===== src/sv/grid_neighbor_cell_enumerator_defines.svh =====
// Assertion macros shared by the grid neighbor cell enumerator modules.
// Depends on nothing; included by the files that carry assertions.
`ifndef GRID_NEIGHBOR_CELL_ENUMERATOR_DEFINES_SVH
`define GRID_NEIGHBOR_CELL_ENUMERATOR_DEFINES_SVH

// Same-cycle implication, disabled while reset is asserted.
`define GNCE_ASSERT_IMPL(label, clk, rst_n, ante, cons, msg) \
    label: assert property (@(posedge clk) disable iff (!rst_n) (ante) |-> (cons)) \
        else $error(msg);

// Next-cycle implication, disabled while reset is asserted.
`define GNCE_ASSERT_NEXT(label, clk, rst_n, ante, cons, msg) \
    label: assert property (@(posedge clk) disable iff (!rst_n) (ante) |=> (cons)) \
        else $error(msg);

`endif


===== src/sv/gnce_pkg.sv =====
// Shared types and constants of the grid neighbor cell enumerator.
// Depends on nothing; imported by every module of the block.
package gnce_pkg;

    localparam int DATA_W       = 64;
    localparam int DELTA_W      = 62;
    localparam int NUM_LANES    = 3;
    localparam int DEF_MAX_DIMS = 3;
    localparam int QUEUE_DEPTH  = 2;
    localparam int DIV_STEPS    = DATA_W;
    localparam int STEP_W       = $clog2(DIV_STEPS);
    localparam int PADDR_W      = 5;

    localparam logic [1:0] REG_DELTA = 2'd0;
    localparam logic [1:0] REG_WIDE  = 2'd1;
    localparam logic [1:0] REG_DIMS  = 2'd2;

    localparam logic [DELTA_W-1:0] DELTA_RST = DELTA_W'(1);
    localparam logic [1:0]         DIMS_RST  = 2'd2;

    // One point after division: corner per lane and the mode it was taken in.
    typedef struct packed {
        logic [NUM_LANES-1:0][DATA_W-1:0] corner;
        logic                             wide;
        logic [1:0]                       nd;
    } t_job;

endpackage


===== src/sv/grid_neighbor_cell_enumerator.sv =====
// Grid neighbor cell enumerator: top level, configuration registers and wiring.
// Depends on gnce_pkg, gnce_front, gnce_fifo and gnce_back.
//
// Usage. Points enter on a queue-style port: an item is taken at a rising edge
// with push high and full low, carrying i_coord_0 to i_coord_2. Results leave
// on a queue-style port: while empty is low the oldest cell is on o_cell_0 to
// o_cell_2 and o_last, and it is taken at an edge with pop high.
// Each point yields 2^dims cells in wide mode or 3^dims cells in fine mode,
// lane 0 varying fastest, and o_last marks the final cell of the point.
// The front end divides all lanes in parallel with a restoring divider that
// retires one quotient bit per cycle, and it takes no new point until the
// divided one is handed to the queue. The back end emits one cell per cycle
// while results are taken and a point waits in the queue.
// Front and back run independently through a two-entry queue, so the front
// end can divide the next point while the back end emits cells of earlier
// ones. When the receiver stalls, the result register holds its cell, the
// queue fills, and then full rises; nothing is dropped.
// Configuration is written over APB at byte address 8*i (delta, wide_mode,
// dims); the user must write it only while the block is idle (not enforced).
// Reset clears all control state, loads delta = 1, fine mode and two dims.
module grid_neighbor_cell_enumerator
    import gnce_pkg::*;
#(
    parameter int MAX_DIMS = DEF_MAX_DIMS
) (
    input  logic               i_clk,
    input  logic               i_rst_n,
    // Configuration port.
    input  logic               psel,
    input  logic               penable,
    input  logic               pwrite,
    input  logic [PADDR_W-1:0] paddr,
    input  logic [DATA_W-1:0]  pwdata,
    output logic [DATA_W-1:0]  prdata,
    output logic               pready,
    // Point input.
    input  logic               push,
    output logic               full,
    input  logic [DATA_W-1:0]  i_coord_0,
    input  logic [DATA_W-1:0]  i_coord_1,
    input  logic [DATA_W-1:0]  i_coord_2,
    // Cell output.
    output logic               empty,
    input  logic               pop,
    output logic [DATA_W-1:0]  o_cell_0,
    output logic [DATA_W-1:0]  o_cell_1,
    output logic [DATA_W-1:0]  o_cell_2,
    output logic               o_last
);

    logic [DELTA_W-1:0] r_delta;
    logic               r_wide_mode;
    logic [1:0]         r_dims;
    logic [1:0]         w_reg_idx;
    logic               w_wr;

    logic               w_q_push;
    logic               w_q_full;
    logic               w_q_pop;
    logic               w_q_valid;
    t_job               w_job_in;
    t_job               w_job_out;

    // Register index is the address divided by eight; byte lanes are ignored.
    assign w_reg_idx = paddr[4:3];
    assign pready    = 1'b1;
    assign w_wr      = psel & penable & pwrite & pready;

    always_ff @(posedge i_clk) begin
        if (!i_rst_n) begin
            r_delta     <= DELTA_RST;
            r_wide_mode <= 1'b0;
            r_dims      <= DIMS_RST;
        end else if (w_wr) begin
            unique case (w_reg_idx)
                REG_DELTA: r_delta     <= pwdata[DELTA_W-1:0];
                REG_WIDE:  r_wide_mode <= pwdata[0];
                REG_DIMS:  r_dims      <= pwdata[1:0];
                default: ;
            endcase
        end
    end

    always_comb begin
        unique case (w_reg_idx)
            REG_DELTA: prdata = {{(DATA_W-DELTA_W){1'b0}}, r_delta};
            REG_WIDE:  prdata = {{(DATA_W-1){1'b0}}, r_wide_mode};
            REG_DIMS:  prdata = {{(DATA_W-2){1'b0}}, r_dims};
            default:   prdata = '0;
        endcase
    end

    gnce_front #(
        .MAX_DIMS (MAX_DIMS)
    ) u_front (
        .i_clk       (i_clk),
        .i_rst_n     (i_rst_n),
        .push        (push),
        .full        (full),
        .i_coord_0   (i_coord_0),
        .i_coord_1   (i_coord_1),
        .i_coord_2   (i_coord_2),
        .i_delta     (r_delta),
        .i_wide_mode (r_wide_mode),
        .i_dims      (r_dims),
        .i_q_full    (w_q_full),
        .o_q_push    (w_q_push),
        .o_job       (w_job_in)
    );

    gnce_fifo u_fifo (
        .i_clk   (i_clk),
        .i_rst_n (i_rst_n),
        .i_push  (w_q_push),
        .i_data  (w_job_in),
        .o_full  (w_q_full),
        .i_pop   (w_q_pop),
        .o_valid (w_q_valid),
        .o_data  (w_job_out)
    );

    gnce_back u_back (
        .i_clk     (i_clk),
        .i_rst_n   (i_rst_n),
        .i_q_valid (w_q_valid),
        .i_job     (w_job_out),
        .o_q_pop   (w_q_pop),
        .empty     (empty),
        .pop       (pop),
        .o_cell_0  (o_cell_0),
        .o_cell_1  (o_cell_1),
        .o_cell_2  (o_cell_2),
        .o_last    (o_last)
    );

endmodule


===== src/sv/gnce_div.sv =====
// One lane of the corner divider: restoring division, one quotient bit per step.
// Depends on gnce_pkg for the data width.
module gnce_div
    import gnce_pkg::*;
(
    input  logic              i_clk,
    input  logic              i_start,
    input  logic              i_step,
    input  logic [DATA_W-1:0] i_num,
    input  logic [DATA_W-1:0] i_den,
    output logic [DATA_W-1:0] o_quo
);

    logic [DATA_W-1:0] r_num;
    logic [DATA_W-1:0] r_rem;
    logic [DATA_W-1:0] r_den;
    logic [DATA_W:0]   w_trial;
    logic [DATA_W:0]   w_diff;
    logic              w_ge;

    // The dividend shifts out at the top while quotient bits shift in below.
    // A zero divisor makes every step succeed, so the quotient ends all ones.
    assign w_trial = {r_rem, r_num[DATA_W-1]};
    assign w_diff  = w_trial - {1'b0, r_den};
    assign w_ge    = (w_trial >= {1'b0, r_den});

    always_ff @(posedge i_clk) begin
        if (i_start) begin
            r_num <= i_num;
            r_rem <= '0;
            r_den <= i_den;
        end else if (i_step) begin
            r_rem <= w_ge ? w_diff[DATA_W-1:0] : w_trial[DATA_W-1:0];
            r_num <= {r_num[DATA_W-2:0], w_ge};
        end
    end

    assign o_quo = r_num;

endmodule


===== src/sv/gnce_front.sv =====
// Front end: accepts a point, snapshots the mode and divides each lane below MAX_DIMS.
// Depends on gnce_pkg, gnce_div and the assertion macro header.
`include "grid_neighbor_cell_enumerator_defines.svh"
module gnce_front
    import gnce_pkg::*;
#(
    parameter int MAX_DIMS = DEF_MAX_DIMS
) (
    input  logic               i_clk,
    input  logic               i_rst_n,
    input  logic               push,
    output logic               full,
    input  logic [DATA_W-1:0]  i_coord_0,
    input  logic [DATA_W-1:0]  i_coord_1,
    input  logic [DATA_W-1:0]  i_coord_2,
    input  logic [DELTA_W-1:0] i_delta,
    input  logic               i_wide_mode,
    input  logic [1:0]         i_dims,
    input  logic               i_q_full,
    output logic               o_q_push,
    output t_job               o_job
);

    localparam logic [1:0]        MaxNd    = 2'(MAX_DIMS);
    localparam logic [STEP_W-1:0] LastStep = STEP_W'(DIV_STEPS - 1);

    logic                r_busy;
    logic                r_done;
    logic [STEP_W-1:0]   r_cnt;
    logic                r_wide;
    logic [1:0]          r_nd;
    logic                w_accept;
    logic [DATA_W-1:0]   w_side;
    logic [DATA_W-1:0]   w_delta;
    logic [NUM_LANES-1:0][DATA_W-1:0] w_coord;
    logic [NUM_LANES-1:0][DATA_W-1:0] w_quo;

    // A new point may enter in the same cycle the finished one leaves.
    assign full     = r_busy | (r_done & i_q_full);
    assign w_accept = push & ~full;
    assign o_q_push = r_done & ~i_q_full;

    assign w_delta = {2'b00, i_delta};
    assign w_side  = i_wide_mode ? {i_delta, 2'b00} : w_delta;
    assign w_coord = {i_coord_2, i_coord_1, i_coord_0};

    always_ff @(posedge i_clk) begin
        if (!i_rst_n) begin
            r_busy <= 1'b0;
            r_done <= 1'b0;
            r_cnt  <= '0;
        end else begin
            if (w_accept) begin
                r_busy <= 1'b1;
                r_done <= 1'b0;
                r_cnt  <= '0;
            end else if (r_busy) begin
                r_cnt <= r_cnt + 1'b1;
                if (r_cnt == LastStep) begin
                    r_busy <= 1'b0;
                    r_done <= 1'b1;
                end
            end else if (o_q_push) begin
                r_done <= 1'b0;
            end
        end
    end

    always_ff @(posedge i_clk) begin
        if (w_accept) begin
            r_wide <= i_wide_mode;
            r_nd   <= (i_dims > MaxNd) ? MaxNd : i_dims;
        end
    end

    for (genvar j = 0; j < NUM_LANES; j++) begin : g_lane
        if (j < MAX_DIMS) begin : g_div
            gnce_div u_div (
                .i_clk   (i_clk),
                .i_start (w_accept),
                .i_step  (r_busy),
                .i_num   (w_coord[j] - w_delta),
                .i_den   (w_side),
                .o_quo   (w_quo[j])
            );
        end else begin : g_none
            assign w_quo[j] = '0;
        end
    end

    assign o_job.corner = w_quo;
    assign o_job.wide   = r_wide;
    assign o_job.nd     = r_nd;

    `GNCE_ASSERT_NEXT(a_accept_starts, i_clk, i_rst_n, w_accept,
        r_busy && (r_cnt == '0), "accepted point did not start the divider")
    `GNCE_ASSERT_IMPL(a_busy_done_excl, i_clk, i_rst_n, r_done, !r_busy,
        "divider busy and done at once")
    `GNCE_ASSERT_NEXT(a_last_step_done, i_clk, i_rst_n,
        r_busy && (r_cnt == LastStep) && !w_accept, r_done && !r_busy,
        "divider did not finish after its last step")

endmodule


===== src/sv/gnce_fifo.sv =====
// Short queue of divided points between the front end and the cell sequencer.
// Depends on gnce_pkg for the job type and depth.
module gnce_fifo
    import gnce_pkg::*;
(
    input  logic i_clk,
    input  logic i_rst_n,
    input  logic i_push,
    input  t_job i_data,
    output logic o_full,
    input  logic i_pop,
    output logic o_valid,
    output t_job o_data
);

    localparam int PtrW = $clog2(QUEUE_DEPTH);
    localparam int CntW = $clog2(QUEUE_DEPTH + 1);

    t_job            r_mem [QUEUE_DEPTH];
    logic [PtrW-1:0] r_wr_ptr;
    logic [PtrW-1:0] r_rd_ptr;
    logic [CntW-1:0] r_count;
    logic            w_wr;
    logic            w_rd;

    assign o_full  = (r_count == CntW'(QUEUE_DEPTH));
    assign o_valid = (r_count != '0);
    assign w_wr    = i_push & ~o_full;
    assign w_rd    = i_pop & o_valid;

    always_ff @(posedge i_clk) begin
        if (!i_rst_n) begin
            r_wr_ptr <= '0;
            r_rd_ptr <= '0;
            r_count  <= '0;
        end else begin
            if (w_wr) begin
                r_wr_ptr <= (r_wr_ptr == PtrW'(QUEUE_DEPTH - 1)) ? '0 : r_wr_ptr + 1'b1;
            end
            if (w_rd) begin
                r_rd_ptr <= (r_rd_ptr == PtrW'(QUEUE_DEPTH - 1)) ? '0 : r_rd_ptr + 1'b1;
            end
            if (w_wr && !w_rd) begin
                r_count <= r_count + 1'b1;
            end else if (w_rd && !w_wr) begin
                r_count <= r_count - 1'b1;
            end
        end
    end

    always_ff @(posedge i_clk) begin
        if (w_wr) begin
            r_mem[r_wr_ptr] <= i_data;
        end
    end

    assign o_data = r_mem[r_rd_ptr];

endmodule


===== src/sv/gnce_back.sv =====
// Back end: walks the neighbor offsets of the head point and drives the
// result register. Depends on gnce_pkg and the assertion macro header.
`include "grid_neighbor_cell_enumerator_defines.svh"
module gnce_back
    import gnce_pkg::*;
(
    input  logic              i_clk,
    input  logic              i_rst_n,
    input  logic              i_q_valid,
    input  t_job              i_job,
    output logic              o_q_pop,
    output logic              empty,
    input  logic              pop,
    output logic [DATA_W-1:0] o_cell_0,
    output logic [DATA_W-1:0] o_cell_1,
    output logic [DATA_W-1:0] o_cell_2,
    output logic              o_last
);

    logic [NUM_LANES-1:0][1:0]        r_d;
    logic [NUM_LANES-1:0][1:0]        n_d;
    logic                             r_out_valid;
    logic [NUM_LANES-1:0][DATA_W-1:0] r_cell;
    logic                             r_last;
    logic [NUM_LANES-1:0][DATA_W-1:0] w_cell;
    logic [1:0]                       w_dmax;
    logic                             w_last;
    logic                             w_load;
    logic                             w_carry;

    assign w_dmax = i_job.wide ? 2'd1 : 2'd2;
    assign w_load = i_q_valid & (~r_out_valid | pop);
    assign o_q_pop = w_load & w_last;

    // Digits advance as a base-2 (wide) or base-3 (fine) counter over the used lanes, lane 0 lowest.
    always_comb begin
        w_last  = 1'b1;
        w_carry = 1'b1;
        n_d     = r_d;
        for (int j = 0; j < NUM_LANES; j++) begin
            w_cell[j] = '0;
            if (2'(j) < i_job.nd) begin
                w_cell[j] = i_job.corner[j] + {{(DATA_W-2){1'b0}}, r_d[j]};
                if (r_d[j] != w_dmax) begin
                    w_last = 1'b0;
                end
                if (w_carry) begin
                    if (r_d[j] == w_dmax) begin
                        n_d[j] = 2'd0;
                    end else begin
                        n_d[j]  = r_d[j] + 2'd1;
                        w_carry = 1'b0;
                    end
                end
            end
        end
    end

    always_ff @(posedge i_clk) begin
        if (!i_rst_n) begin
            r_d         <= '0;
            r_out_valid <= 1'b0;
        end else begin
            if (w_load) begin
                r_out_valid <= 1'b1;
                r_d         <= w_last ? '0 : n_d;
            end else if (pop) begin
                r_out_valid <= 1'b0;
            end
        end
    end

    always_ff @(posedge i_clk) begin
        if (w_load) begin
            r_cell <= w_cell;
            r_last <= w_last;
        end
    end

    assign empty    = ~r_out_valid;
    assign o_cell_0 = r_cell[0];
    assign o_cell_1 = r_cell[1];
    assign o_cell_2 = r_cell[2];
    assign o_last   = r_last;

    `GNCE_ASSERT_NEXT(a_pop_clears_digits, i_clk, i_rst_n, o_q_pop,
        (r_d == '0) && r_last && r_out_valid, "point retired without clean restart")
    `GNCE_ASSERT_IMPL(a_digit_range, i_clk, i_rst_n, i_q_valid,
        (r_d[0] <= w_dmax) && (r_d[1] <= w_dmax) && (r_d[2] <= w_dmax),
        "offset digit beyond the radix")
    `GNCE_ASSERT_IMPL(a_idle_digits_zero, i_clk, i_rst_n, !i_q_valid, r_d == '0,
        "offset digits left over with no point waiting")

endmodule

===== config.mk =====
export PLATFORM = sky130hd
export DESIGN_NAME = grid_neighbor_cell_enumerator
export DESIGN_NICKNAME = d
export VERILOG_FILES = /design/src/sv/gnce_pkg.sv /design/src/sv/grid_neighbor_cell_enumerator.sv /design/src/sv/gnce_div.sv /design/src/sv/gnce_front.sv /design/src/sv/gnce_fifo.sv /design/src/sv/gnce_back.sv
export VERILOG_INCLUDE_DIRS = /design/src /design/src/sv
export SDC_FILE = /design/constraint.sdc
export NUM_CORES = 2
export LEC_CHECK = 0
export BUFFER_PORTS_ARGS = -buffer_cell sky130_fd_sc_hd__buf_2
export CORE_ASPECT_RATIO = 0.6
export CORE_MARGIN = 1.5
export CORE_UTILIZATION = 66
export DETAILED_ROUTE_END_ITERATION = 10
export PLACE_DENSITY = 0.86
export SLEW_MARGIN = 10
export SYNTH_ARGS = -nofsm -noshare
export SYNTH_HDL_FRONTEND = slang
export SYNTH_SLANG_ARGS = --single-unit

===== constraint.sdc =====
create_clock -name i_clk -period 26.9 [get_ports i_clk]
set_input_delay 1.345 -clock i_clk [delete_from_list [all_inputs] [get_ports i_clk]]
set_output_delay 1.345 -clock i_clk [all_outputs]
set_load 0.03 [all_outputs]

==> flow_metrics.env <==
export IMPL_cts_tree="yes"
export IMPL_grt_busiest_layer="met1"
export IMPL_setup_tns_ns=0
export IMPL_grt_max_degree=168
export IMPL_crit_required_ns=27.54
export IMPL_first_iter_violations=8584
export IMPL_r2r_end="u_front.g_lane[0].g_div.u_div.r_rem[4]"
export IMPL_p_per_area_nw_per_um2=83.7
export IMPL_synthCells=7077
export IMPL_clk_pin_slew_worst_paths_ns=0.07
export IMPL_hold_viol=0
export IMPL_synthArstFlopShare_pct=0
export IMPL_final_period_utilization_pct=25.1
export IMPL_worst_pin_slew_ns=1.37
export IMPL_status="complete, no violations"
export IMPL_leakage_nw=29.0
export IMPL_syn_area_per_cell_um2=9.64
export IMPL_cts_sinks=1119
export IMPL_cp_arrival_ns=7.39
export IMPL_htreeDepth=3
export IMPL_cts_hold_buffers=0
export IMPL_r2r_start="u_front.g_lane[0].g_div.u_div.r_den[1]"
export IMPL_synth_area_top_cells="edfxtp_1 (37%), dfxtp_1 (8.1%), ha_1 (7.1%)"
export IMPL_start_util_pct=66.5
export IMPL_cts_buffers=103
export IMPL_fp_row_count=91
export IMPL_dp_slack_ns=20.55
export IMPL_ys_seq_area_share_pct=45.2
export IMPL_rsz0062_at_grt="false"
export IMPL_grt_overflow_total=0
export IMPL_cap_violations=0
export IMPL_synth_top_area_share_pct=37.1
export IMPL_grtUsageMet3_pct=11.3
export IMPL_yosysWarningCount=0
export IMPL_cts_resized=0
export IMPL_track_usage_pct=42.0
export IMPL_drc=0
export IMPL_setup_ws_ns=20.15
export IMPL_setup_viol_count_final=0
export IMPL_min_delay_start="u_front.r_nd[1]"
export IMPL_synth_distinct_cells=117
export IMPL_critPathKind="register to register"
export IMPL_dp_final_hpwl_um=168000
export IMPL_cp_start_kind="register"
export IMPL_clk_latency_ns=0.76
export IMPL_place_congestion=1.05
export IMPL_dp_cells=8678
export IMPL_final_util_pct=73.1
export IMPL_core_area_um2=103000
export IMPL_synth_area_um2=68200
export IMPL_use_met1_pct=61.5
export IMPL_pin_count=528
export IMPL_routed_wl_um=228000
export IMPL_die_y_um=252
export IMPL_fin_nets=8051
export IMPL_num_vias=58800
export IMPL_globalRouteMet2Util_pct=57.0
export IMPL_finalNonFillerCells=8897
export IMPL_dr_pass1_iters=6
export IMPL_layout_cells_most_common_list="nand2_1 (930), edfxtp_1 (842), o21ai_0 (556)"
export IMPL_slew_headroom_pct=8.73
export IMPL_ys_ff_latch=1119
export IMPL_cts_root_buffer="clkbuf_16"
export IMPL_ant_nets=0
export IMPL_first_global_vias=52600
export IMPL_synth_largest_area_cell="edfxtp_1"
export IMPL_grt_pass1_wl_um=332000
export IMPL_crit_path_end_kind="register"
export IMPL_hold_depth=0
export IMPL_dieArea_um2=105000
export IMPL_drive_above_1_share_pct=11.7
export IMPL_timing_final_crit_period_ns=6.75
export IMPL_finalClockSkew_ns=0.0299
export IMPL_yosys_most_used_dff="edfxtp_1"
export IMPL_cts_path_max_buffers=3
export IMPL_hp_class="register to register"
export IMPL_drv_slew=0
export IMPL_antenna_found_initial=36
export IMPL_final_common_cell="nand2_1"
export IMPL_crit_fanout=68
export IMPL_vias_per_cell=6.61
export IMPL_finalPower_mw=6.28
export IMPL_reg2reg_depth=15
export IMPL_portBuffers=519
export IMPL_wl_per_cell_um=25.6
export IMPL_max_vdd_ir_drop_mv=0.0707
export IMPL_r2r_slack_ns=20.15
export IMPL_die_w_um=418
export IMPL_min_to="u_fifo.r_mem[0][1]"
export IMPL_nFillCells=7442
export IMPL_area_delta_synth_final_pct=9.95
export IMPL_post_cts_setup_buffers=0
export IMPL_synth_edf_count=842
export IMPL_max_freq_mhz=148
[cell type report]
cell class                 count  area (um2)  share of cell area (%)
tap                         1395        1750                    2.33
timing repair buffer         565        2970                    3.96
antenna                       28        70.1                  0.0934
inverter                     238         903                    1.20
sequential                  1119       30800                    41.1
clock inverter                67         732                   0.976
clock buffer                 124        2740                    3.65
multi-input combinational   5361       35000                    46.7
[routing by layer]
| metal | wire length, um | vias up | part of all wire (%) |
|---|---|---|---|
| met1 | 94100 | 27800 | 41 |
| met3 | 30500 | 574 | 13 |
| met4 | 12800 | 4 | 5.6 |
| met5 | 17 | - | 0.0075 |
| li1 | - | 26500 | - |
| met2 | 90700 | 3950 | 40 |
[through the flow]
stage	hold WS [ns]	cell area, um2
2_1_floorplan	0.406	68200
4_1_cts	0.439	74900
6_report	0.439	75000
3_3_place_gp	0.423	71400
3_5_place_dp	0.436	71400
5_1_grt	0.475	75000
[cells in the mapped netlist, types with 34 or more instances]
master / n
nor2_1: 447
dfxtp_1: 277
o21bai_1: 58
clkbuf_1: 277
xor2_1: 243
and3_1: 54
o31ai_1: 36
buf_2: 34
a22o_1: 84
a211oi_1: 49
nand4_1: 98
inv_1: 236
nor2b_1: 132
nand2b_1: 48
nand3_1: 125
a21oi_1: 498
nor3_1: 134
a21o_1: 270
a31oi_1: 67
mux2i_1: 139
a21boi_0: 75
edfxtp_1: 842
nand2_1: 932
o21ai_0: 556
o21ai_1: 90
ha_1: 386
and2_1: 43
xnor2_1: 300
a32oi_1: 57
[where the power goes]
part | internal, mW | switching (mW) | total (mW)
combinational | 0.923 | 1.56 | 2.48
clock | 0.856 | 0.708 | 1.56
sequential | 2.07 | 0.161 | 2.23
total | 3.85 | 2.43 | 6.28
[critical path: stages, from the launching register on]
cell       delay, ns
edfxtp_1        0.49
inv_1           0.13
ha_1            0.33
nor2b_1         0.16
o2111ai_1       0.46
a21oi_1         0.25
nor3_1          0.33
o21ai_1         0.24
a41oi_1         0.99
o21ai_1         0.35
a31oi_1         0.47
o21ai_1         0.31
nand2_2         0.78
buf_4           0.69
o21ai_0         0.34
a22o_1          0.25
[sequential cells by signal (all words and copies together), names as in the netlist, 2 cells and up, named ones only]
signal	count
u_fifo.r_count	2
u_fifo.r_mem	390
u_front.g_lane.g_div.u_div.r_rem	192
u_back.r_d	6
u_front.g_lane.g_div.u_div.o_quo	192
u_back.o_cell_1	64
u_back.o_cell_0	64
r_dims	2
u_back.o_cell_2	64
r_delta	62
u_front.g_lane.g_div.u_div.r_den	64
u_front.r_cnt	6
u_front.r_nd	2
[logic make-up (layout without fill, tap and decap cells)]
kind of cell,Yosys count,count (layout),share of synthesized area [%]
other,2,31,0.0110
DFF,1119,1119,45.2
AOI/OAI and AO/OA,2083,2083,19.5
and+or+nand+nor,2172,2172,14.9
muxes,165,165,2.47
adders and majority gates,395,395,7.35
xor gates and xnor gates,543,543,6.97
buffers and inverters,598,994,3.65
[how the worst max path moves through the flow]
stage | slack (ns) | from | end | cells after the start
after floorplan | 15.38 | pop | u_fifo.r_count[1] | 7
after global placement | 20.62 | u_front.g_lane[0].g_div.u_div.r_den[1] | u_front.g_lane[0].g_div.u_div.r_rem[4] | 15
after detailed placement | 20.55 | u_front.g_lane[0].g_div.u_div.r_den[1] | u_front.g_lane[0].g_div.u_div.r_rem[4] | 15
after CTS | 20.55 | u_front.g_lane[0].g_div.u_div.r_den[1] | u_front.g_lane[0].g_div.u_div.r_rem[4] | 15
after global routing | 20.04 | u_front.g_lane[0].g_div.u_div.r_den[1] | u_front.g_lane[0].g_div.u_div.r_rem[4] | 15
final | 20.15 | u_front.g_lane[0].g_div.u_div.r_den[1] | u_front.g_lane[0].g_div.u_div.r_rem[4] | 15
(Power assumes the default switching activity.)
